--- src/rtl/ksv_pkg.sv ---
// package with shared types, register codes and the sine table function for the string voice
package ksv_pkg;

	localparam int CFG_DATA_W = 16;
	localparam int CFG_IDX_W  = 3;
	localparam int GAIN_W     = 17;
	localparam int COEF_W     = 16;
	localparam int WAVE_SEL_W = 3;
	localparam int LEN_W      = 12;
	localparam int LAG_W      = 10;
	localparam int PHASE_W    = 16;
	localparam int LFSR_W     = 32;

	localparam logic [CFG_IDX_W-1:0] REG_DELAY_SAMPLES   = 3'd0;
	localparam logic [CFG_IDX_W-1:0] REG_FEEDBACK_DECAY  = 3'd1;
	localparam logic [CFG_IDX_W-1:0] REG_LOWPASS_COEFF   = 3'd2;
	localparam logic [CFG_IDX_W-1:0] REG_BURST_WAVEFORM  = 3'd3;
	localparam logic [CFG_IDX_W-1:0] REG_BURST_LENGTH    = 3'd4;
	localparam logic [CFG_IDX_W-1:0] REG_BURST_GAIN_STEP = 3'd5;
	localparam logic [CFG_IDX_W-1:0] REG_PHASE_STEP      = 3'd6;

	localparam logic [WAVE_SEL_W-1:0] WAVE_NOISE    = 3'd0;
	localparam logic [WAVE_SEL_W-1:0] WAVE_SINE     = 3'd1;
	localparam logic [WAVE_SEL_W-1:0] WAVE_TRIANGLE = 3'd2;
	localparam logic [WAVE_SEL_W-1:0] WAVE_SQUARE   = 3'd3;
	localparam logic [WAVE_SEL_W-1:0] WAVE_SAW      = 3'd4;

	localparam logic [LAG_W-1:0]      RST_DELAY_SAMPLES   = 10'd240;
	localparam logic [COEF_W-1:0]     RST_FEEDBACK_DECAY  = 16'd64880;
	localparam logic [COEF_W-1:0]     RST_LOWPASS_COEFF   = 16'd26000;
	localparam logic [WAVE_SEL_W-1:0] RST_BURST_WAVEFORM  = WAVE_NOISE;
	localparam logic [LEN_W-1:0]      RST_BURST_LENGTH    = 12'd480;
	localparam logic [COEF_W-1:0]     RST_BURST_GAIN_STEP = 16'd137;
	localparam logic [PHASE_W-1:0]    RST_PHASE_STEP      = 16'd1092;

	localparam logic [GAIN_W-1:0] GAIN_ONE   = 17'h10000;
	localparam logic [LFSR_W-1:0] LFSR_SEED  = 32'hACE1ACE1;
	localparam logic [LFSR_W-1:0] LFSR_TAPS  = 32'hA3000000;

	typedef struct packed {
		logic [LAG_W-1:0]      delay_samples;
		logic [COEF_W-1:0]     feedback_decay;
		logic [COEF_W-1:0]     lowpass_coeff;
		logic [WAVE_SEL_W-1:0] burst_waveform;
		logic [LEN_W-1:0]      burst_length;
		logic [COEF_W-1:0]     burst_gain_step;
		logic [PHASE_W-1:0]    phase_step;
	} ksv_cfg_t;

	typedef struct packed {
		logic pluck_load;
		logic step;
	} ksv_exc_ctrl_t;

	// quarter-wave polynomial, Q1.15 result
	function automatic longint unsigned quarter_sine(input longint unsigned x);
		longint unsigned x2;
		longint unsigned t;
		begin
			x2 = (x * x) >> 16;
			t = (64'd1190 * x2) >> 16;
			t = 64'd10541 - t;
			t = (t * x2) >> 16;
			t = 64'd25736 - t;
			t = ((t * x) >> 16) << 1;
			quarter_sine = (t > 64'd32767) ? 64'd32767 : t;
		end
	endfunction

	// table entry for a 16-bit phase
	function automatic logic signed [15:0] sine_value(input longint unsigned ph);
		longint unsigned q;
		longint unsigned x;
		longint unsigned s;
		logic signed [15:0] sv;
		begin
			q = (ph >> 14) & 64'd3;
			x = (ph & 64'h3FFF) << 2;
			s = quarter_sine(q[0] ? (64'd65536 - x) : x);
			sv = s[15:0];
			sine_value = q[1] ? -sv : sv;
		end
	endfunction

endpackage

--- src/rtl/ksv_exciter.sv ---
// excitation burst: countdown, falling gain, oscillator phase, noise and waveform shaping
module ksv_exciter #(
	parameter int SAMPLE_WIDTH     = 16,
	parameter int SINE_TABLE_DEPTH = 256
) (
	input  logic                              clk,
	input  logic                              arst_n,
	input  ksv_pkg::ksv_cfg_t                 cfg,
	input  ksv_pkg::ksv_exc_ctrl_t            ctrl,
	output logic                              active,
	output logic        [ksv_pkg::GAIN_W-1:0] gain,
	output logic signed [SAMPLE_WIDTH-1:0]    wave
);
	import ksv_pkg::*;

	localparam int SIW = $clog2(SINE_TABLE_DEPTH);

	logic [LEN_W-1:0]   rem_q;
	logic [GAIN_W-1:0]  gain_q;
	logic [PHASE_W-1:0] phase_q;
	logic [LFSR_W-1:0]  lfsr_q;

	logic [LFSR_W-1:0]  lfsr_next;
	logic [LEN_W-1:0]   rem_next;
	logic [31:0]        idx_full;
	logic [SIW-1:0]     sine_idx;
	logic signed [17:0] tri_w;
	logic signed [17:0] two_p;
	logic signed [15:0] v16;
	logic signed [15:0] sine_rom [SINE_TABLE_DEPTH];

	for (genvar i = 0; i < SINE_TABLE_DEPTH; i++) begin : g_rom
		localparam longint unsigned PH =
			((longint'(i) * 65536) / SINE_TABLE_DEPTH) & 64'hFFFF;
		assign sine_rom[i] = sine_value(PH);
	end

	assign active    = (rem_q != '0) && (gain_q != '0);
	assign gain      = gain_q;
	assign lfsr_next = {1'b0, lfsr_q[LFSR_W-1:1]} ^ (lfsr_q[0] ? LFSR_TAPS : '0);
	assign rem_next  = rem_q - 1'b1;
	assign idx_full  = 32'(phase_q) * 32'(SINE_TABLE_DEPTH);
	assign sine_idx  = idx_full[16 +: SIW];
	assign two_p     = $signed({1'b0, phase_q, 1'b0});

	always_comb begin
		if (!phase_q[15]) begin
			tri_w = two_p - 18'sd32768;
		end else begin
			tri_w = 18'sd98304 - two_p;
		end
		if (tri_w > 18'sd32767) begin
			tri_w = 18'sd32767;
		end
	end

	always_comb begin
		case (cfg.burst_waveform)
			WAVE_NOISE:    v16 = lfsr_next[LFSR_W-1 -: 16];
			WAVE_SINE:     v16 = sine_rom[sine_idx];
			WAVE_TRIANGLE: v16 = tri_w[15:0];
			WAVE_SQUARE:   v16 = phase_q[15] ? 16'sh8000 : 16'sh7FFF;
			WAVE_SAW:      v16 = phase_q ^ 16'h8000;
			default:       v16 = '0;
		endcase
	end

	if (SAMPLE_WIDTH >= 16) begin : g_up
		assign wave = SAMPLE_WIDTH'(v16) <<< (SAMPLE_WIDTH - 16);
	end else begin : g_down
		logic signed [15:0] v_sh;
		assign v_sh = v16 >>> (16 - SAMPLE_WIDTH);
		assign wave = v_sh[SAMPLE_WIDTH-1:0];
	end

	always_ff @(posedge clk or negedge arst_n) begin
		if (!arst_n) begin
			rem_q   <= '0;
			gain_q  <= '0;
			phase_q <= '0;
			lfsr_q  <= LFSR_SEED;
		end else if (ctrl.pluck_load) begin
			rem_q   <= (cfg.burst_length != '0) ? cfg.burst_length : LEN_W'(1);
			gain_q  <= GAIN_ONE;
			phase_q <= '0;
		end else if (ctrl.step && active) begin
			rem_q <= rem_next;
			if (rem_next == '0) begin
				gain_q <= '0;
			end else if (gain_q > GAIN_W'(cfg.burst_gain_step)) begin
				gain_q <= gain_q - GAIN_W'(cfg.burst_gain_step);
			end else begin
				gain_q <= '0;
			end
			if (cfg.burst_waveform == WAVE_NOISE) begin
				lfsr_q <= lfsr_next;
			end else begin
				phase_q <= phase_q + cfg.phase_step;
			end
		end
	end
endmodule

--- config.mk ---
export PLATFORM = sky130hd
export DESIGN_NAME = ksv_exciter
export DESIGN_NICKNAME = d
export VERILOG_FILES = /design/src/rtl/ksv_pkg.sv /design/src/rtl/ksv_exciter.sv
export SDC_FILE = /design/constraint.sdc
export NUM_CORES = 1
export LEC_CHECK = 0
export BUFFER_PORTS_ARGS = -buffer_cell sky130_fd_sc_hd__buf_2
export CAP_MARGIN = 30
export CORE_ASPECT_RATIO = 2
export CORE_MARGIN = 10
export CORE_UTILIZATION = 45
export CTS_CLUSTER_DIAMETER = 60
export CTS_CLUSTER_SIZE = 16
export DETAILED_ROUTE_END_ITERATION = 10
export MAX_ROUTING_LAYER = met4
export PLACE_DENSITY = 0.74
export SYNTH_ARGS = -nofsm -noshare
export SYNTH_HDL_FRONTEND = slang
export SYNTH_SLANG_ARGS = --single-unit
--- constraint.sdc ---
create_clock -name clk -period 6.5 [get_ports clk]
set_input_delay 1.95 -clock clk [delete_from_list [all_inputs] [get_ports clk]]
set_output_delay 1.95 -clock clk [all_outputs]
set_load 0.03 [all_outputs]
==> results.md, run 1 <==
- Run status: completed
- Worst hold path type: reg2reg
- Worst-path clk slew: 0.06 ns
- Post-Syn Area: 9590 µm²
- Setup TNS: 0 ns
- Hold Crit Depth: 1
- Hold_sp: lfsr_q[12]$_DFFE_PN0P_
- Critical-path top delay cell: o211ai_1
- Post-synth EDFFs: 0
- Clk sink count: 77
- Pin count of the biggest net entering global routing: 92
- Post-synthesis cell type count: 83
- Cts hold-fix bufs: 0
- Final min period: 6.13 ns
- Final wirelength: 47600 µm
- Clock power share: 16.6%
- Post-DP HPWL: 35600 µm
- Initial antenna violation count: 1
- Reg power frac: 19.5%
- CP max FO: 9
- Switching Fraction: 51.9%
- Port Buffer Count: 84
- Worst slew pin tran: 0.950 ns
- Floorplan core area: 21000 µm²
- Asr flop ratio synth: 100%
- Reg2reg setup slack: 3.04 ns
- Final-stage net count: 1505
- Io pins: 127
- Synth Net Count: 1460
- Max transition margin: 36.5%
- Worst hold slack: 0.507 ns
- Crit path largest cell delay: 0.61 ns
- LEAKAGE: 4.51 nW
- Setup Viol. Count Final: 0
- Syn. warnings: 0
- Post-CTS Setup Repair Bufs: 0
- Primary FF master, synth: dfrtp_1
- Synth-to-layout area growth: 12.3%
- Worst setup path startpoint: phase_q[9]$_DFFE_PN0P_
- DRC Markers: 0
- Vert. Die Dim: 226 µm
- All-Layer GR Usage: 35.0%
- Vias per Instance: 6.77
- CTS Root Cell: clkbuf_16
- Vias in the first global route: 11.1k
- Ratio of cells with drive above 1 in the final layout: 18.5%
- Starting Density: 45.6%
- Critical path depth: 12
- Int Power: 1.60 mW
- Final worst path period share: 94.3%
- RSZ-0062 raised after global routing: no
- Synth Instances: 1315
- Critical Path RT: 4.55 ns
- Worst skew pair latency: 0.35 ns
- Die Wd: 123 µm
- Hold Fails Final Rpt: 0
- Antenna viol nets, final: 0
- Row count: 75
- RR Startpoint: gain[0]$_DFFE_PN0P_
- Power per cell area: 308 nW/µm²
- Post-Place Setup Slack: 0.778 ns
- Synthesized flop and latch total: 77
- Syn Area/Cell: 7.30 µm²
- Iteration-0 DRC Markers: 1256
- Top Family by Delay on Critical Path: compound AO/OA/AOI/OAI gates
- WL/cell: 29.1 µm
- Post-cts resize count: 0
- CP Buf/Inv Count: 4
- Layout Skew: 0.00766 ns
- PnR worst setup slack: 0.369 ns
- R2r endpoint: gain[16]$_DFFE_PN0P_
- Critical path cell sequence: clkinv_1, ha_1, inv_1, nor2_1, buf_4, o211ai_1, o21ai_0, a222oi_1, a211oi_1, a21oi_1, o221ai_1, buf_2
- CTS max path bufs: 2
- Critical Path AT: 4.18 ns
- Pwr Total: 3.32 mW
- First-pass DRT Iterations: 6
- Fmax: 163 MHz
- Critical path type: reg2out
- Hold Path End: lfsr_q[12]$_DFFE_PN0P_
- Reg2reg path depth: 11
- CTS Buf Count: 9
- CTS tree: built
- MaxCap Viol Count: 0
- Critical Path Sink Type: output port
- Vias: 11.1k
- Comb power frac: 63.9%
- H-tree lvl count: 3
- Final Max Tran Viols: 0
- GRT overflow: 0
- Worst setup SP type: register
- Register area share after synthesis: 20.3%
- Die ar.: 27900 µm²
- Sw Pwr: 1.72 mW
- Filler cells: 2125
- Wire length of the first global-routing pass: 70700 µm
- Placer Congestion: 1.06
- Worst VDD drop: 0.298 mV
==> routing by layer <==
layer	part of all wire (%)	track usage [%]
met5	0	-
met4	9.8	28.4
met3	5.8	5.18
met2	52	60.1
met1	33	33.6
==> final cells by class <==
cell class	instances	area [µm²]	share of cell area [%]
sequential	77	1950	18.1
inverter	37	139	1.29
clock buffer	9	225	2.09
tap	269	337	3.12
clock inverter	7	97.6	0.906
antenna	1	2.50	0.0232
multi-input combinational	1083	7020	65.1
timing repair buffer	152	1000	9.31
==> stage by stage <==
stage                     std cells  util [%]  instance area, µm²
after floorplan                1315         -                9590
after global placement         1617      49.6               10400
after CTS                      1633      51.1               10700
after detailed placement       1617      49.6               10400
after global routing           1635      51.3               10800
final                          1635      51.3               10800
==> cells in the final DEF (no fill, tap or decap), types with 6 or more instances in the layout <==
cell / n
mux4_2: 11
o221ai_1: 11
nor2b_1: 16
nor2_1: 106
nand2b_1: 22
nand4_1: 7
buf_4: 64
inv_1: 34
nor3_1: 31
a22o_1: 8
a221oi_1: 6
o22ai_1: 7
xor2_1: 10
o311ai_0: 8
dfrtp_1: 57
or2_2: 7
ha_1: 50
a211o_1: 6
mux2i_1: 14
and2_1: 6
o211ai_1: 28
o21ai_0: 129
or3_1: 16
dfstp_2: 16
a311oi_1: 12
a21o_1: 13
clkbuf_16: 9
a31oi_1: 21
mux2_2: 30
buf_2: 83
a21oi_1: 141
o2111ai_1: 8
nand3_1: 30
a211oi_1: 22
nand2_1: 149
nor4_1: 11
xnor2_1: 41
o31ai_1: 14
and3_1: 7
==> state kept, by name, indices dropped and copies added (netlist names) <==
signal	flops
lfsr_q	32
gain	17
phase_q	16
rem_q	12
==> worst max-delay path by stage <==
stage,end,slack [ns]
after global placement,wave[10],0.79
after detailed placement,wave[10],0.78
after CTS,wave[3],0.60
after floorplan,wave[8],0.87
after global routing,wave[7],0.38
final,wave[7],0.37
==> cell families (layout without fill, tap and decap cells) <==
logic type	Yosys count	after routing	synth area share (%)
adders and majority gates	52	52	6.94
AOI/OAI and AO/OA	492	492	32.5
DFF	77	77	20.3
and+or+nand+nor	433	433	21.5
xor gates and xnor gates	51	51	4.66
muxes	55	55	7.56
buffers and inverters	155	205	6.56
other	0	1	0
==> Yosys cell counts, drive strengths merged, types with 16 or more instances <==
cell | n | area, µm²
a211oi | 22 | 165
a21oi | 141 | 706
a31oi | 21 | 131
buf | 27 | 136
clkbuf | 89 | 335
dfrtp | 61 | 1530
dfstp | 16 | 420
ha | 50 | 626
inv | 35 | 131
mux2 | 30 | 338
nand2 | 149 | 559
nand2b | 22 | 138
nand3 | 30 | 150
nor2 | 106 | 398
nor2b | 16 | 100
nor3 | 32 | 165
o211ai | 28 | 210
o21ai | 131 | 656
or3 | 19 | 123
xnor2 | 41 | 359
==> power groups by stage <==
stage               sequential, mW  clock, mW  combinational [mW]
finish                       0.648      0.551                2.13
global route                 0.657      0.568                2.25
CTS                          0.645      0.558                2.05
detailed placement           0.652          0                2.04
global placement             0.649          0                2.05
floorplan                    0.642          0                1.28
(Power assumes the default switching activity.)
==> run 2: changes to the inputs <==
--- a/config.mk
+++ b/config.mk
@@ -5,6 +5,7 @@
 export SDC_FILE = /design/constraint.sdc
 export NUM_CORES = 1
 export LEC_CHECK = 0
+export ABC_AREA = 1
 export BUFFER_PORTS_ARGS = -buffer_cell sky130_fd_sc_hd__buf_2
 export CAP_MARGIN = 30
 export CORE_ASPECT_RATIO = 2
==> run 2 against run 1 <==
Net effect: sequential share of layout area fell by 0.39 points; count of clock-buffer cells in the layout did not move; wire length rose by 25%; register-to-register slack improved by 0.80 ns; worst setup slack improved by 0.33 ns; global-route usage rose by 6.5 points; critical endpoint is now wave[11].
==> results.md, run 2 <==
- Iteration-0 DRC Markers: 1914 (was 1256)
- Row count: 77 (was 75)
- Final min period: 5.80 ns (was 6.13 ns)
- Comb power frac: 66.5% (was 63.9%)
- Register area share after synthesis: 19.5% (was 20.3%)
- Synth-to-layout area growth: 10.0% (was 12.3%)
- Final wirelength: 59600 µm (was 47600 µm)
- Post-Syn Area: 9990 µm² (was 9590 µm²)
- Post-DP HPWL: 42800 µm (was 35600 µm)
- Fin util: 50.0% (was 51.3%)
- Die Wd: 125 µm (was 123 µm)
- WL/cell: 28.8 µm (was 29.1 µm)
- CTS Root Cell: clkbuf_16 (unchanged)
- Clk sink count: 77 (unchanged)
- Placer Congestion: 1.23 (was 1.06)
- Post-synthesis cell type count: 48 (was 83)
- Final Max Tran Viols: 0 (unchanged)
- Run status: completed (unchanged)
- Top cells by count, synth: nand2_1 (572), inv_1 (190), nand3_1 (153) (was nand2_1 (149), a21oi_1 (141), o21ai_0 (129))
- GRT overflow: 0 (unchanged)
- Critical Path RT: 4.55 ns (about the same)
- Ratio of cells with drive above 1 in the final layout: 12.5% (was 18.5%)
- Layout Skew: 0.0135 ns (was 0.00766 ns)
- Post-synth top area cell: nand2_1 (was dfrtp_1)
- Syn. warnings: 0 (unchanged)
- Top Family by Delay on Critical Path: compound AO/OA/AOI/OAI gates (unchanged)
- MaxCap Viol Count: 0 (unchanged)
- RSZ-0062 raised after global routing: no (unchanged)
- Antenna viol nets, final: 0 (unchanged)
- Count leader, synth: nand2_1 (unchanged)
- Final-stage net count: 1930 (was 1505)
- Vias per Instance: 6.35 (was 6.77)
- CP max FO: 23 (was 9)
- Initial antenna violation count: 2 (was 1)
- Max FFs per register: 32 (unchanged)
- Critical path cell sequence: inv_2, ha_1, inv_1, o21ai_0, o211ai_1, a21oi_1, nand2_1, nand2_1, nand2_1, nand2_1, inv_1, nand2_1, buf_2 (was clkinv_1, ha_1, inv_1, nor2_1, buf_4, o211ai_1, o21ai_0, a222oi_1, a211oi_1, a21oi_1, o221ai_1, buf_2)
- Most common cell after layout, fill and taps aside: nand2_1 (unchanged)
- H-tree lvl count: 3 (unchanged)
- Post-cts resize count: 0 (unchanged)
- Floorplan core area: 22000 µm² (was 21000 µm²)
- Port Buffer Count: 84 (unchanged)
- CP Buf/Inv Count: 4 (unchanged)
- Max transition margin: 26.9% (was 36.5%)
- Critical Path Sink Type: output port (unchanged)
- Setup TNS: 0 ns (unchanged)
- Post-synth EDFFs: 0 (unchanged)
- Largest Register: lfsr_q (unchanged)
- Reg power frac: 19.3% (was 19.5%)
- Switching Fraction: 59.1% (was 51.9%)
- LEAKAGE: 5.90 nW (was 4.51 nW)
- Post-CTS Setup Repair Bufs: 0 (unchanged)
- Cts hold-fix bufs: 0 (unchanged)
- Synthesized flop and latch total: 77 (unchanged)
- Worst VDD drop: 0.283 mV (was 0.298 mV)
- Worst hold path type: reg2reg (unchanged)
- Synth Net Count: 1862 (was 1460)
- First-pass DRT Iterations: 6 (unchanged)
- Worst slew pin tran: 1.09 ns (was 0.950 ns)
- Power per cell area: 339 nW/µm² (was 308 nW/µm²)
- Worst setup SP type: register (unchanged)
- Worst path most repeated cell: nand2_1
- Post-synth top area share: 21.5% (was 15.9%)
- Setup Viol. Count Final: 0 (unchanged)
- Die ar.: 28900 µm² (was 27900 µm²)
- Fmax: 172 MHz (was 163 MHz)
- Primary FF master, synth: dfrtp_1 (unchanged)
- Worst skew pair latency: 0.38 ns (was 0.35 ns)
- Sw Pwr: 2.20 mW (was 1.72 mW)
- Vert. Die Dim: 231 µm (was 226 µm)
- Synth Instances: 1717 (was 1315)
- Asr flop ratio synth: 100% (unchanged)
- Crit path largest cell delay: 0.81 ns (was 0.61 ns)
- CTS Buf Count: 9 (unchanged)
- Worst-path clk slew: 0.07 ns (was 0.06 ns)
- CTS max path bufs: 2 (unchanged)
- Hold Fails Final Rpt: 0 (unchanged)
- Pin count of the biggest net entering global routing: 67 (was 92)
- DRC Markers: 0 (unchanged)
- Io pins: 127 (unchanged)
- Synth top area cells: nand2_1 (22%), dfrtp_1 (15%), nand3_1 (7.7%), inv_1 (7.1%), ha_1 (6.3%) (was dfrtp_1 (16%), a21oi_1 (7.4%), o21ai_0 (6.7%), ha_1 (6.5%), nand2_1 (5.8%))
- Syn Area/Cell: 5.82 µm² (was 7.30 µm²)
- Final worst path period share: 89.2% (was 94.3%)
- Critical Path AT: 3.85 ns (was 4.18 ns)
- Starting Density: 45.5% (was 45.6%)
- Commonest cells after routing, fill and taps aside: nand2_1 (572), inv_1 (190), nand3_1 (153), nor2_1 (143), o21ai_0 (113) (was nand2_1 (149), a21oi_1 (141), o21ai_0 (129), nor2_1 (106), buf_2 (83))
- CTS tree: built (unchanged)
- All-Layer GR Usage: 41.5% (was 35.0%)
- Critical-path top delay cell: o21ai_0 (was o211ai_1)
- Clock power share: 14.3% (was 16.6%)
- Int Power: 1.52 mW (was 1.60 mW)
- Wire length of the first global-routing pass: 86500 µm (was 70700 µm)
- Vias: 13.1k (was 11.1k)
- Critical path type: reg2out (unchanged)
- Vias in the first global route: 13.0k (was 11.1k)
[run 2: cell types whose count changed in the layout (fill, tap and decap cells not counted), sizes merged, moves of 29 or more]
cell	change
a21oi	-39
buf	-29
inv	+171
mux2	-30
nand2	+436
nand3	+127
nand4	+31
nor2	+53
xnor2	-30
[run 2: worst paths after layout]
path / startpoint / to / slack [ns] / cells past startpoint
worst max-delay path: phase_q[10]$_DFFE_PN0P_ / wave[11] / 0.70 / 13
worst min-delay path: lfsr_q[11]$_DFFE_PN1P_ / lfsr_q[10]$_DFFE_PN1P_ / 0.49 / 2
worst max register to register: rem_q[0]$_DFFE_PN0P_ / lfsr_q[26]$_DFFE_PN1P_ / 3.84 / 12
max in group asynchronous: arst_n / phase_q[11]$_DFFE_PN0P_ / 3.92 / 2
worst min register to register: lfsr_q[11]$_DFFE_PN1P_ / lfsr_q[10]$_DFFE_PN1P_ / 0.49 / 2
min in group asynchronous: arst_n / rem_q[5]$_DFFE_PN0P_ / 1.48 / 1
[run 2: cell type report]
type,count,area (µm²)
Fill cell,2353,11000
Multi-Input combinational cell,1369,6880
Sequential cell,77,1950
Inverter,205,769
Timing Repair Buffer,123,741
Tap cell,276,345
Clock buffer,9,225
Clock inverter,7,65.1
Antenna cell,3,7.51
[run 2: worst reg2reg max path, stage by stage (launching register included)]
cell and delay (ns):
dfrtp_1 0.41, inv_1 0.19, ha_1 0.34, nand2_2 0.12, nor2_2 0.15, nand4_2 0.13
nand2_1 0.11, inv_2 0.06, nand3_4 0.14, nor2_8 0.12, inv_2 0.52, nand2_1 0.18
o21ai_2 0.09
[run 2: cells by family after synthesis]
logic type	Yosys count	synth area share, %
buffers and inverters	271	11.6
AND/OR/NAND/NOR	973	41.6
adder cells (fa/ha/maj)	52	6.67
XOR/XNOR	27	2.37
flip-flops	77	19.5
AO/OA/AOI/OAI	317	18.2
[run 2: per-stage QoR]
| step | worst slack (ns) | total power, mW | cell area [µm²] | std cells | hold WS (ns) |
|---|---|---|---|---|---|
| 5_1_grt | 0.694 | 3.89 | 11000 | 2068 | 0.500 |
| 2_1_floorplan | 1.42 | 2.11 | 9990 | 1717 | 0.453 |
| 3_3_place_gp | 0.825 | 2.98 | 10700 | 2050 | 0.465 |
| 4_1_cts | 0.820 | 3.52 | 11000 | 2066 | 0.483 |
| 3_5_place_dp | 0.823 | 2.98 | 10700 | 2050 | 0.473 |
| 6_report | 0.700 | 3.72 | 11000 | 2069 | 0.487 |
[run 2: layer usage]
layer | global-route usage (%) | part of all wire [%]
met5 | - | 0
met4 | 36.9 | 11
met3 | 12.3 | 10
met2 | 67.2 | 48
met1 | 39.2 | 31
[run 2: power groups by stage]
stage          Combinational, mW  Clock (mW)  Sequential [mW]
6_report                    2.47       0.532            0.717
5_1_grt                     2.61       0.550            0.728
4_1_cts                     2.27       0.534            0.712
3_5_place_dp                2.26           0            0.719
3_3_place_gp                2.26           0            0.713
2_1_floorplan               1.39           0            0.724
