<file path="config.mk">
export PLATFORM = sky130hd
export DESIGN_NAME = ksv_smul
export DESIGN_NICKNAME = d
export VERILOG_FILES = /design/src/rtl/ksv_pkg.sv /design/src/rtl/ksv_smul.sv
export SDC_FILE = /design/constraint.sdc
export NUM_CORES = 1
export LEC_CHECK = 0
export BUFFER_PORTS_ARGS = -buffer_cell sky130_fd_sc_hd__buf_2
export CELL_PAD_IN_SITES_DETAIL_PLACEMENT = 1
export CELL_PAD_IN_SITES_GLOBAL_PLACEMENT = 2
export CORE_ASPECT_RATIO = 1.75
export CORE_MARGIN = 10
export CORE_UTILIZATION = 36
export CTS_CLUSTER_SIZE = 30
export DETAILED_ROUTE_END_ITERATION = 8
export GPL_TIMING_DRIVEN = 0
export PLACE_DENSITY = 0.75
export SYNTH_ARGS = -nofsm -noshare
export SYNTH_HDL_FRONTEND = slang
export SYNTH_SLANG_ARGS = --single-unit
</file>
<file path="constraint.sdc">
create_clock -name clk -period 3.4 [get_ports clk]
set_clock_uncertainty 0.15 [all_clocks]
set_input_delay 0.51 -clock clk [delete_from_list [all_inputs] [get_ports clk]]
set_output_delay 0.51 -clock clk [all_outputs]
set_load 0.05 [all_outputs]
</file>
<file path="src/rtl/ksv_pkg.sv">
// package with shared types, register codes and the sine table function for the string voice
package ksv_pkg;

	localparam int CFG_DATA_W = 16;
	localparam int CFG_IDX_W  = 3;
	localparam int GAIN_W     = 17;
	localparam int COEF_W     = 16;
	localparam int WAVE_SEL_W = 3;
	localparam int LEN_W      = 12;
	localparam int LAG_W      = 10;
	localparam int PHASE_W    = 16;
	localparam int LFSR_W     = 32;

	localparam logic [CFG_IDX_W-1:0] REG_DELAY_SAMPLES   = 3'd0;
	localparam logic [CFG_IDX_W-1:0] REG_FEEDBACK_DECAY  = 3'd1;
	localparam logic [CFG_IDX_W-1:0] REG_LOWPASS_COEFF   = 3'd2;
	localparam logic [CFG_IDX_W-1:0] REG_BURST_WAVEFORM  = 3'd3;
	localparam logic [CFG_IDX_W-1:0] REG_BURST_LENGTH    = 3'd4;
	localparam logic [CFG_IDX_W-1:0] REG_BURST_GAIN_STEP = 3'd5;
	localparam logic [CFG_IDX_W-1:0] REG_PHASE_STEP      = 3'd6;

	localparam logic [WAVE_SEL_W-1:0] WAVE_NOISE    = 3'd0;
	localparam logic [WAVE_SEL_W-1:0] WAVE_SINE     = 3'd1;
	localparam logic [WAVE_SEL_W-1:0] WAVE_TRIANGLE = 3'd2;
	localparam logic [WAVE_SEL_W-1:0] WAVE_SQUARE   = 3'd3;
	localparam logic [WAVE_SEL_W-1:0] WAVE_SAW      = 3'd4;

	localparam logic [LAG_W-1:0]      RST_DELAY_SAMPLES   = 10'd240;
	localparam logic [COEF_W-1:0]     RST_FEEDBACK_DECAY  = 16'd64880;
	localparam logic [COEF_W-1:0]     RST_LOWPASS_COEFF   = 16'd26000;
	localparam logic [WAVE_SEL_W-1:0] RST_BURST_WAVEFORM  = WAVE_NOISE;
	localparam logic [LEN_W-1:0]      RST_BURST_LENGTH    = 12'd480;
	localparam logic [COEF_W-1:0]     RST_BURST_GAIN_STEP = 16'd137;
	localparam logic [PHASE_W-1:0]    RST_PHASE_STEP      = 16'd1092;

	localparam logic [GAIN_W-1:0] GAIN_ONE   = 17'h10000;
	localparam logic [LFSR_W-1:0] LFSR_SEED  = 32'hACE1ACE1;
	localparam logic [LFSR_W-1:0] LFSR_TAPS  = 32'hA3000000;

	typedef struct packed {
		logic [LAG_W-1:0]      delay_samples;
		logic [COEF_W-1:0]     feedback_decay;
		logic [COEF_W-1:0]     lowpass_coeff;
		logic [WAVE_SEL_W-1:0] burst_waveform;
		logic [LEN_W-1:0]      burst_length;
		logic [COEF_W-1:0]     burst_gain_step;
		logic [PHASE_W-1:0]    phase_step;
	} ksv_cfg_t;

	typedef struct packed {
		logic pluck_load;
		logic step;
	} ksv_exc_ctrl_t;

	// quarter-wave polynomial, Q1.15 result
	function automatic longint unsigned quarter_sine(input longint unsigned x);
		longint unsigned x2;
		longint unsigned t;
		begin
			x2 = (x * x) >> 16;
			t = (64'd1190 * x2) >> 16;
			t = 64'd10541 - t;
			t = (t * x2) >> 16;
			t = 64'd25736 - t;
			t = ((t * x) >> 16) << 1;
			quarter_sine = (t > 64'd32767) ? 64'd32767 : t;
		end
	endfunction

	// table entry for a 16-bit phase
	function automatic logic signed [15:0] sine_value(input longint unsigned ph);
		longint unsigned q;
		longint unsigned x;
		longint unsigned s;
		logic signed [15:0] sv;
		begin
			q = (ph >> 14) & 64'd3;
			x = (ph & 64'h3FFF) << 2;
			s = quarter_sine(q[0] ? (64'd65536 - x) : x);
			sv = s[15:0];
			sine_value = q[1] ? -sv : sv;
		end
	endfunction

endpackage

</file>
<file path="src/rtl/ksv_smul.sv">
// bit-serial signed by unsigned multiplier, one multiplier bit per cycle, result scaled by 2^-16
module ksv_smul #(
	parameter int MW = 17
) (
	input  logic                              clk,
	input  logic                              arst_n,
	input  logic                              start,
	input  logic signed [MW-1:0]              mcand,
	input  logic        [ksv_pkg::GAIN_W-1:0] mplier,
	output logic                              busy,
	output logic signed [MW+1:0]              prod
);
	import ksv_pkg::*;

	localparam int CW = $clog2(GAIN_W + 1);

	logic [CW-1:0]       cnt_q;
	logic signed [MW:0]  hi_q;
	logic [GAIN_W-1:0]   lo_q;
	logic [GAIN_W-1:0]   u_q;
	logic signed [MW-1:0] m_q;
	logic signed [MW:0]  sum;

	assign sum  = hi_q + (u_q[0] ? {m_q[MW-1], m_q} : '0);
	assign busy = (cnt_q != '0);
	assign prod = {hi_q, lo_q[GAIN_W-1]};

	always_ff @(posedge clk or negedge arst_n) begin
		if (!arst_n) begin
			cnt_q <= '0;
		end else if (start) begin
			cnt_q <= CW'(GAIN_W);
		end else if (busy) begin
			cnt_q <= cnt_q - 1'b1;
		end
	end

	always_ff @(posedge clk) begin
		if (start) begin
			m_q  <= mcand;
			u_q  <= mplier;
			hi_q <= '0;
			lo_q <= '0;
		end else if (busy) begin
			hi_q <= sum >>> 1;
			lo_q <= {sum[0], lo_q[GAIN_W-1:1]};
			u_q  <= u_q >> 1;
		end
	end
endmodule

</file>
==> results of run 1 <==
## layout make-up
class                   instances  area (µm²)
plain buffers                   8       60.06
clock buffers                  11       232.7
clock inverters                 5       56.30
fillers                       992        4697
inverters                      10       37.54
multi-input cells             203        1531
flip-flops and latches         57        1506
well taps                     117       146.4
repair buffers                 57       290.3
## Yosys cell counts, types with 3 or more instances
cell and instances:
dfrtp_1 5, mux2_2 17, nor2_1 12, edfxtp_1 34
a21oi_1 23, inv_1 9, o21a_1 7, nand2_1 22
o21ai_0 7, and2_1 17, nand3b_1 3, o2111ai_1 3
dfxtp_1 18, a211oi_1 5, clkbuf_1 4, o211ai_1 3
nor3_1 7, ha_1 19, a32o_1 4, xnor2_1 5
a21o_1 6
## registers in the layout, summed over array words and instances (netlist names)
signal  count
u_q        17
m_q        17
cnt_q       5
lo_q        1
hi_q       17
## logic make-up (layout without fill, tap and decap cells)
| logic type | after synthesis | in the layout | synth area share (%) |
|---|---|---|---|
| flops | 57 | 57 | 48.14 |
| buf+inv | 18 | 91 | 3.078 |
| mux | 18 | 18 | 6.437 |
| fa+ha+maj | 20 | 20 | 8.237 |
| compound gates | 74 | 74 | 17.07 |
| simple gates | 84 | 84 | 15.07 |
| xor+xnor | 7 | 7 | 1.959 |
## repair_timing
action,CTS,global route
gates resized for setup,1,2
endpoints found under the hold margin,5,0
hold buffers,1,0
setup endpoints to repair,3,3
## routing by layer
metal  up-vias  track usage, %
met5         -               0
met4         0           7.407
met3        13           4.543
met2        51           25.43
met1      1179           13.10
li1       1185               -
## worst paths after layout
path                                          to  slack, ns             startpoint  depth (start not counted)
min in group asynchronous   cnt_q[1]$_DFFE_PN0P_       0.37                 arst_n                          2
max reg2reg                hi_q[12]$_SDFFE_PP0P_       0.32       u_q[0]$_DFFE_PP_                          9
min                            m_q[14]$_DFFE_PP_       0.21              mcand[14]                          1
max in group asynchronous   cnt_q[4]$_DFFE_PN0P_       2.59                 arst_n                          2
max                        hi_q[12]$_SDFFE_PP0P_       0.32       u_q[0]$_DFFE_PP_                          9
min reg2reg                lo_q[16]$_SDFFE_PP0P_       0.30  lo_q[16]$_SDFFE_PP0P_                          2
## layout by cell type (no fill, tap or decap), drive strengths merged, types with 5 or more instances in the layout
master	count
nor2	13
dfxtp	18
mux2	17
a21o	6
and2	17
nand2	22
nor3	8
o21a	7
a211oi	5
clkbuf	16
a21oi	23
dfrtp	5
inv	10
xnor2	5
edfxtp	34
buf	59
ha	19
o21ai	7
## report_power, final
| group | leakage (µW) | internal, µW | total, µW | switching (µW) |
|---|---|---|---|---|
| Combinational | 0.000929 | 335 | 951 | 616 |
| Sequential | 0.000557 | 859 | 942 | 82.8 |
| Clock | 0.000139 | 565 | 875 | 310 |
## worst reg2reg max path: cells and delay by family (launching register included)
family,cells,cell delay (ns)
buffers and inverters,2,0.33
DFF,1,0.52
adders and majority gates,1,0.30
AOI/OAI and AO/OA,3,1.24
and+or+nand+nor,3,0.44
## metrics by stage
step	util [%]	hold WS (ns)	std cells
floorplan	-	0.06441	278
global placement	41.55	0.1836	451
detailed placement	41.55	0.1880	451
CTS	45.10	0.1910	468
global route	45.12	0.1917	468
finish	45.12	0.2069	468
==> run_results.csv, run 1 <==
group,metric,value,unit
synthesis,synth_cell_type_count,55,
synthesis,syn_nets,335,
timing,final_hold_viol_count,0,
detailed_routing,wl_met3,377,µm
synthesis,avgSynthCellArea,11.26,µm²
clocking,cts_buffer_depth,2,
synthesis,ys_ff_latch,57,
global_route,grt_overflow,0,
detailed_routing,drt_iter0_drc,74,
outcome,status,"finished, final reports clean",
synthesis,synth_area_leader_cell,"edfxtp_1",
setup_path,crit_path_start_kind,"register",
setup_path,cp_slowest_cell,"edfxtp_1",
setup_path,crit_chain,"clkbuf_2, nand2_1, inv_1, ha_1, a211oi_1, nor3_2, o31ai_1, nand3b_1, a32o_1",
synthesis,yosys_most_used_dff,"edfxtp_1",
detailed_routing,met2RoutedLength,4734,µm
synthesis,yosys_warnings,0,
detailed_routing,drc,0,
pwr,cellLeakagePower,0.001626,µW
placed_design,placed_area,0.003556,mm²
detailed_routing,detail-route-antenna-nets,0,
global_route,antenna_found_initial,0,
timing,setup_viol,0,
floorplanning,die-height,143.3,µm
clocking,cts_sinks,57,
global_route,grt_max_degree,21,
timing,rsz0062_at_grt,"no",
timing,fmax,324.7,MHz
pwr,ir_drop,0.0003854,V
placed_design,detailedPlace.worstSlack,-0.09889,ns
final_layout,area_growth,23.39,%
detailed_routing,post_drt_via_cell_ratio,5.188,
final_layout,antenna_cells,0,
floorplanning,ios,57,
synthesis,syn_inst,278,
placed_design,routabilityCongestion,0.8220,
hold_path,hold_class,"primary input to register",
final_layout,drive_above_1_share,30.20,%
timing,period_share,90.59,%
detailed_routing,top_layer,"met4",
setup_path,path_buf_inv,2,
synthesis,syn_area,0.003129,mm²
floorplanning,die-area,0.01297,mm²
global_route,grt_pass1_wl,13880,µm
timing,timing.final.crit_period,3.080,ns
clocking,cts-buffers-inserted,9,
floorplanning,start_util,36.56,%
clocking,clkTransAtPathRegs,0.05,ns
placed_design,portBuffers,56,
final_layout,stdcell_area,0.003861,mm²
setup_path,critPathMaxFanout,10,
floorplanning,die-width,90.48,µm
setup_path,worstPathArrival,3.15,ns
synthesis,synth_edf_count,34,
timing,slew_viol_final,0,
detailed_routing,avgRoutedWirePerCell,18.10,µm
timing,tightest_slew,0.8910,ns
setup_path,cp_slowest_stage_delay,0.52,ns
synthesis,synth_area_leaders,"edfxtp_1 (33%), dfxtp_1 (12%), ha_1 (7.6%)",
detailed_routing,vias,2428,
pwr,power_density,717.0,mW/mm²
clocking,clk_latency,0.33,ns
job,drv_cap,0,
global_route,grt_usage,13.76,%
clocking,cts_setup_buffers,0,
synthesis,synth_top_area_share,32.63,%
floorplanning,fp-row-count,45,
final_layout,finalNetCount,403,
setup_path,crit_family,"compound AO/OA/AOI/OAI gates",
synthesis,ys_seq_area_share,48.14,%
setup_path,path_class,"register to register",
clocking,cts_tree,"yes",
pwr,p_total,2768,µW
synthesis,async_flop_share,8.772,%
setup_path,crit_path_end_kind,"register",
timing,setup_tns,0,ns
floorplanning,core_area,0.008558,mm²
detailed_routing,wirelength,8469,µm
detailed_routing,met1_length,3147,µm
global_route,grt_pass1_vias,2707,
timing,slew_headroom,40.38,%
timing,setup_slack,0.3201,ns
detailed_routing,firstDrtPassIters,4,
placed_design,dp_hpwl,6608,µm
clocking,htree_levels,3,
setup_path,cp.required,3.47,ns
clocking,cts-root-buf,"clkbuf_16",
Power figures use the tool's default switching activity.
==> run 2: changes to the inputs <==
Settings changed: CORE_UTILIZATION 36 to 39, PLACE_DENSITY 0.75 to 0.81.
Clock period 3.4 ns to 4 ns, I/O delays scaled along.
==> run 2 against run 1 <==
  * Global-route usage is 0.70 points higher
  * Setup slack better by 0.36 ns
  * Via count is 1.3% higher
  * Critical path depth is 1 lower
  * Wire length is 2.5% lower
  * Die area is 6.3% lower
  * Hold slack better by 0.083 ns
==> run_results.csv, run 2 (synthesis results as in run 1) <==
group,metric,value,unit
outcome,status,"finished, final reports clean",
floorplanning,die-height,138.5,µm
setup_path,critPathMaxFanout,10,
final_layout,layout_common_cells,"buf_2 (56), edfxtp_1 (34), a21oi_1 (23)",
setup_path,path_depth,8,
clocking,cts_hold_buf,1,
setup_path,endpoint,"hi_q[9]$_SDFFE_PP0P_",
clocking,clkTransAtPathRegs,0.06,ns
clocking,htree_levels,3,
clocking,cts-root-buf,"clkbuf_16",
clocking,clk_latency,0.33,ns
global_route,grt_pass1_wl,13700,µm
setup_path,cp_slowest_cell,"a211oi_1",
setup_path,crit_path_end_kind,"register",
pwr,power_density,617.6,mW/mm²
timing,setup_slack,0.6762,ns
final_layout,top_regs,"hi_q (17), m_q (17), u_q (17)",
clocking,cts_tree,"yes",
detailed_routing,met2RoutedLength,4485,µm
final_layout,drive_above_1_share,30.20,%
final_layout,mostFrequentLayoutCell,"buf_2",
job,drv_cap,0,
setup_path,r2r-start,"u_q[0]$_DFFE_PP_",
clocking,cts-buffers-inserted,9,
pwr,cellLeakagePower,0.001621,µW
timing,holdWs,0.2897,ns
timing,fmax,300.9,MHz
setup_path,crit_chain,"clkbuf_1, nand2_1, fa_1, nor2b_1, o31ai_2, a211oi_1, o21ai_0, a32o_1",
timing,rsz0062_at_grt,"no",
detailed_routing,detail-route-antenna-nets,0,
placed_design,portBuffers,56,
clocking,cts_buffer_depth,2,
hold_path,hold_class,"primary input to register",
pwr,ir_drop,0.0003113,V
detailed_routing,wirelength,8259,µm
floorplanning,core_area,0.007855,mm²
final_layout,finalNetCount,403,
timing,slew_headroom,47.62,%
setup_path,r2r_cells,8,
setup_path,path_buf_inv,1,
timing,period_share,83.09,%
final_layout,antenna_cells,0,
clocking,cts_setup_buffers,0,
detailed_routing,wl_met3,401,µm
floorplanning,ios,57,
setup_path,cp.required,4.07,ns
setup_path,worstPathArrival,3.39,ns
detailed_routing,top_layer,"met4",
detailed_routing,drt_iter0_drc,79,
detailed_routing,post_drt_via_cell_ratio,5.576,
detailed_routing,firstDrtPassIters,4,
setup_path,r2r_end,"hi_q[9]$_SDFFE_PP0P_",
setup_path,path_class,"register to register",
placed_design,dp_hpwl,6369,µm
global_route,grt_pass1_vias,2741,
detailed_routing,drc,0,
global_route,antenna_found_initial,0,
timing,tightest_slew,0.7828,ns
final_layout,final_core_util,48.74,%
setup_path,cp_slowest_stage_delay,0.60,ns
clocking,cts_sinks,57,
setup_path,reg2reg_setup_slack,0.68,ns
floorplanning,fp-row-count,43,
detailed_routing,avgRoutedWirePerCell,18.73,µm
pwr,p_total,2365,µW
floorplanning,die-width,87.71,µm
timing,slew_viol_final,0,
setup_path,worstSetupStartpoint,"u_q[0]$_DFFE_PP_",
setup_path,crit_family,"compound AO/OA/AOI/OAI gates",
setup_path,crit_path_start_kind,"register",
detailed_routing,vias,2459,
global_route,grt_usage,14.46,%
placed_design,routabilityCongestion,0.7808,
global_route,grt_overflow,0,
floorplanning,start_util,39.84,%
timing,setup_viol,0,
clocking,post_cts_resized,0,
global_route,grt_max_degree,21,
floorplanning,die-area,0.01215,mm²
detailed_routing,met1_length,3139,µm
timing,timing.final.crit_period,3.324,ns
timing,setup_tns,0,ns
placed_design,detailedPlace.worstSlack,0.5945,ns
final_layout,area_growth,22.35,%
timing,final_hold_viol_count,0,
run 2: changes by cell type in the layout (fill, tap and decap cells not counted):
cell / delta
a211oi_1: +1
a211oi_2: -1
clkinvlp_4: +2
clkbuf_2: -1
clkbuf_1: -1
run 2: worst min-delay path by stage:
stage / start / endpoint / slack [ns] / depth (start not counted)
CTS: mcand[0] / m_q[0]$_DFFE_PP_ / 0.28 / 1
floorplan: arst_n / cnt_q[0]$_DFFE_PN0P_ / 0.15 / 0
global placement: arst_n / cnt_q[2]$_DFFE_PN0P_ / 0.27 / 1
global route: mcand[13] / m_q[13]$_DFFE_PP_ / 0.28 / 1
detailed placement: arst_n / cnt_q[4]$_DFFE_PN0P_ / 0.28 / 1
finish: mcand[0] / m_q[0]$_DFFE_PP_ / 0.29 / 1
run 2: per-layer routing:
metal | vias up | track usage [%]
met5 | - | 0
met3 | 17 | 4.824
met1 | 1203 | 14.99
met2 | 57 | 25.08
li1 | 1182 | -
met4 | 0 | 6.408
run 2: final cells by class:
type                    count  area (µm²)
clock buffers               9       225.2
repair buffers             57       290.3
well taps                  90       112.6
clock inverters             7       71.32
multi-input cells         203        1526
fillers                   893        4026
inverters                  10       37.54
plain buffers               8       58.81
flip-flops and latches     57        1506
run 2: stage by stage:
stage | cell area [µm²] | instances
global route | 3829 | 441
CTS | 3829 | 441
floorplan | 3129 | 278
global placement | 3522 | 424
finish | 3829 | 441
detailed placement | 3522 | 424
run 2: where the power goes:
group          internal [µW]  switching [µW]  total, µW
Clock                    480             278        758
Sequential               730            69.0        799
Combinational            285             523        808
Total                   1490             870       2360
==> run 3: changes to the inputs <==
Settings changed: ABC_AREA set to 1, CORE_UTILIZATION 39 to 29, PLACE_DENSITY 0.81 to 0.71.
Clock period 4 ns to 2.8 ns, I/O delays scaled along.
==> run 3 against run 2 <==
  * Register-to-register slack worse by 0.29 ns
  * Power up 29%
  * Clock-buffer cell count up 4
  * Flip-flop and latch count unchanged
  * Hold slack worse by 0.17 ns
  * Sequential share of layout area down 2.1 points
  * Sequential power up 35%
  * Via count up 19%
  * Global-route usage down 2.2 points
  * Critical path type is now register to primary output
  * Highest routed layer unchanged
==> run_results.csv, run 3 <==
group,metric,value,unit
final_layout,multiInputGateArea,0.001429,mm²
detailed_routing,firstDrtPassIters,4,
synthesis,avgSynthCellArea,7.783,µm²
detailed_routing,post_drt_via_cell_ratio,4.646,
pwr,cellLeakagePower,0.002272,µW
setup_path,r2r_end,"hi_q[15]$_SDFFE_PP0P_",
floorplanning,start_util,29.58,%
final_layout,drive_above_1_share,16.73,%
hold_path,hold_class,"primary input to register",
final_layout,stdcell_area,0.004045,mm²
detailed_routing,wirelength,9528,µm
clocking,clkTransAtPathRegs,0.06,ns
timing,final_hold_viol_count,0,
detailed_routing,drc,0,
synthesis,synth_common_cells,"nand2_1 (139), inv_1 (76), edfxtp_1 (34), nand3_1 (27), o21ai_0 (22)",
final_layout,area_growth,23.16,%
placed_design,dp_hpwl,7653,µm
synthesis,ys_ff_latch,57,
synthesis,synth_area_leaders,"edfxtp_1 (31%), nand2_1 (16%), dfxtp_1 (11%)",
clocking,cts_sinks,57,
final_layout,layout_common_cells,"nand2_1 (139), inv_1 (76), buf_2 (56)",
outcome,status,"finished, final reports clean",
timing,holdWs,0.1165,ns
pwr,p_total,3062,µW
setup_path,crit_path_start_kind,"register",
floorplanning,die-height,160.8,µm
final_layout,antenna_cells,0,
setup_path,crit_path_end_kind,"primary output",
timing,tightest_slew,0.6546,ns
setup_path,worstPathArrival,1.87,ns
clocking,cts-root-buf,"clkbuf_16",
detailed_routing,vias,2918,
clocking,cts-buffers-inserted,9,
global_route,grt_pass1_wl,15660,µm
global_route,grt_overflow,0,
floorplanning,core_area,0.01110,mm²
final_layout,nFillCells,1410,
final_layout,top_regs,"hi_q (17), m_q (17), u_q (17)",
timing,rsz0062_at_grt,"no",
global_route,grt_usage,12.27,%
job,drv_cap,0,
setup_path,critPathMaxFanout,10,
floorplanning,die-width,100.4,µm
synthesis,yosys_warnings,0,
synthesis,async_flop_share,8.772,%
placed_design,placed_area,0.003730,mm²
synthesis,ys_seq_area_share,45.87,%
synthesis,synth_edf_count,34,
timing,slew_viol_final,0,
placed_design,routabilityCongestion,0.7784,
hold_path,worstHoldStart,"mcand[11]",
synthesis,syn_area,0.003284,mm²
final_layout,finalNetCount,548,
detailed_routing,avgRoutedWirePerCell,15.17,µm
global_route,grt_max_degree,24,
final_layout,regArea,0.001506,mm²
pwr,ir_drop,0.0003361,V
clocking,cts_tree,"yes",
timing,period_share,87.11,%
placed_design,portBuffers,56,
synthesis,synth_cell_type_count,31,
floorplanning,fp-row-count,51,
floorplanning,ios,57,
synthesis,syn_nets,479,
synthesis,syn_inst,422,
floorplanning,die-area,0.01615,mm²
timing,fmax,410.0,MHz
hold_path,min_to,"m_q[11]$_DFFE_PP_",
clocking,htree_levels,3,
final_layout,mostFrequentLayoutCell,"nand2_1",
timing,slew_headroom,56.31,%
global_route,grt_pass1_vias,3239,
detailed_routing,detail-route-antenna-nets,0,
global_route,antenna_found_initial,0,
timing,setup_viol,0,
clocking,cts_buffer_depth,2,
detailed_routing,drt_iter0_drc,74,
setup_path,path_class,"register to primary output",
setup_path,reg2reg_setup_slack,0.39,ns
hold_path,hold_depth,1,
clocking,clk_latency,0.33,ns
setup_path,r2r-start,"u_q[0]$_DFFE_PP_",
timing,timing.final.crit_period,2.439,ns
setup_path,r2r_cells,15,
synthesis,synth_most_common_cell,"nand2_1",
setup_path,cp.required,2.23,ns
pwr,power_density,756.8,mW/mm²
synthesis,synth_top_area_share,31.09,%
synthesis,synth_area_leader_cell,"edfxtp_1",
synthesis,yosys_most_used_dff,"edfxtp_1",
==> run 3: cell types whose count changed after synthesis, sizes merged, moves of 7 or more <==
cell,before,now
nand2,22,141
o21a,7,0
and2,17,2
mux2,17,0
nand3,2,30
nor2,13,20
inv,10,77
nor3,8,1
o21ai,7,22
==> run 3: what timing repair did <==
item | 4_1_cts | 5_1_grt
resized for setup | 1 | 0
buffers inserted | 0 | 2
endpoints found under the setup margin | 2 | 7
endpoints found under the hold margin | 5 | 0
hold buffers | 1 | 0
==> run 3: kinds of logic (layout without fill, tap and decap cells) <==
group                      Yosys count  in the layout  share of synthesized area, %
adders and majority gates           20             20                         7.848
buffers and inverters               88            162                         10.63
AOI/OAI and AO/OA                   56             56                         9.638
xor gates and xnor gates             6              6                         1.600
and+or+nand+nor                    195            195                         24.42
DFF                                 57             57                         45.87
==> run 3: worst max-delay path by stage <==
stage	from	to	slack, ns	depth (start not counted)
global route	u_q[0]$_DFFE_PP_	hi_q[15]$_SDFFE_PP0P_	0.16	15
CTS	u_q[0]$_DFFE_PP_	hi_q[15]$_SDFFE_PP0P_	0.04	16
detailed placement	u_q[0]$_DFFE_PP_	hi_q[12]$_SDFFE_PP0P_	-0.007	15
floorplan	hi_q[0]$_SDFFE_PP0P_	hi_q[11]$_SDFFE_PP0P_	0.50	13
finish	cnt_q[0]$_DFFE_PN0P_	busy	0.36	5
global placement	u_q[0]$_DFFE_PP_	hi_q[12]$_SDFFE_PP0P_	0.03	15
==> run 3: metal layers <==
layer / global-route usage, % / wire (µm) / vias up
met1: 12.03 / 3644 / 1384
met5: 0 / 0 / -
met2: 22.98 / 5209 / 50
met4: 4.387 / 170 / 0
li1: - / - / 1473
met3: 3.823 / 504 / 11
==> run 3: cell type report <==
type | count | share of cell area (%)
clock buffer | 13 | 6.186
clock inverter | 3 | 1.052
timing repair buffer | 59 | 7.547
tap | 132 | 4.083
inverter | 77 | 7.145
buffer | 10 | 1.423
multi-input combinational | 277 | 35.32
sequential | 57 | 37.24
==> run 3: power by group <==
group	internal (µW)	switching, µW	leakage [µW]
registers	1010	69.8	0.000562
logic	267	615	0.00157
clock network	712	384	0.000140
==> run 3: worst max-delay path, cell delays in order (launching register included) <==
cell and delay (ns):
dfrtp_1 0.35, inv_1 0.15, ha_1 0.23, nand3_2 0.27, buf_4 0.31, buf_2 0.23
==> run 3: per-stage QoR <==
step                      util, %  setup WS (ns)  std cells   TNS (ns)
after floorplan                 -         0.5037        422          0
after global placement      33.59        0.02807        610          0
after detailed placement    33.59      -0.007490        610  -0.007490
after CTS                   36.33        0.03657        627          0
after global routing        36.43         0.1567        628          0
final                       36.43         0.3608        628          0
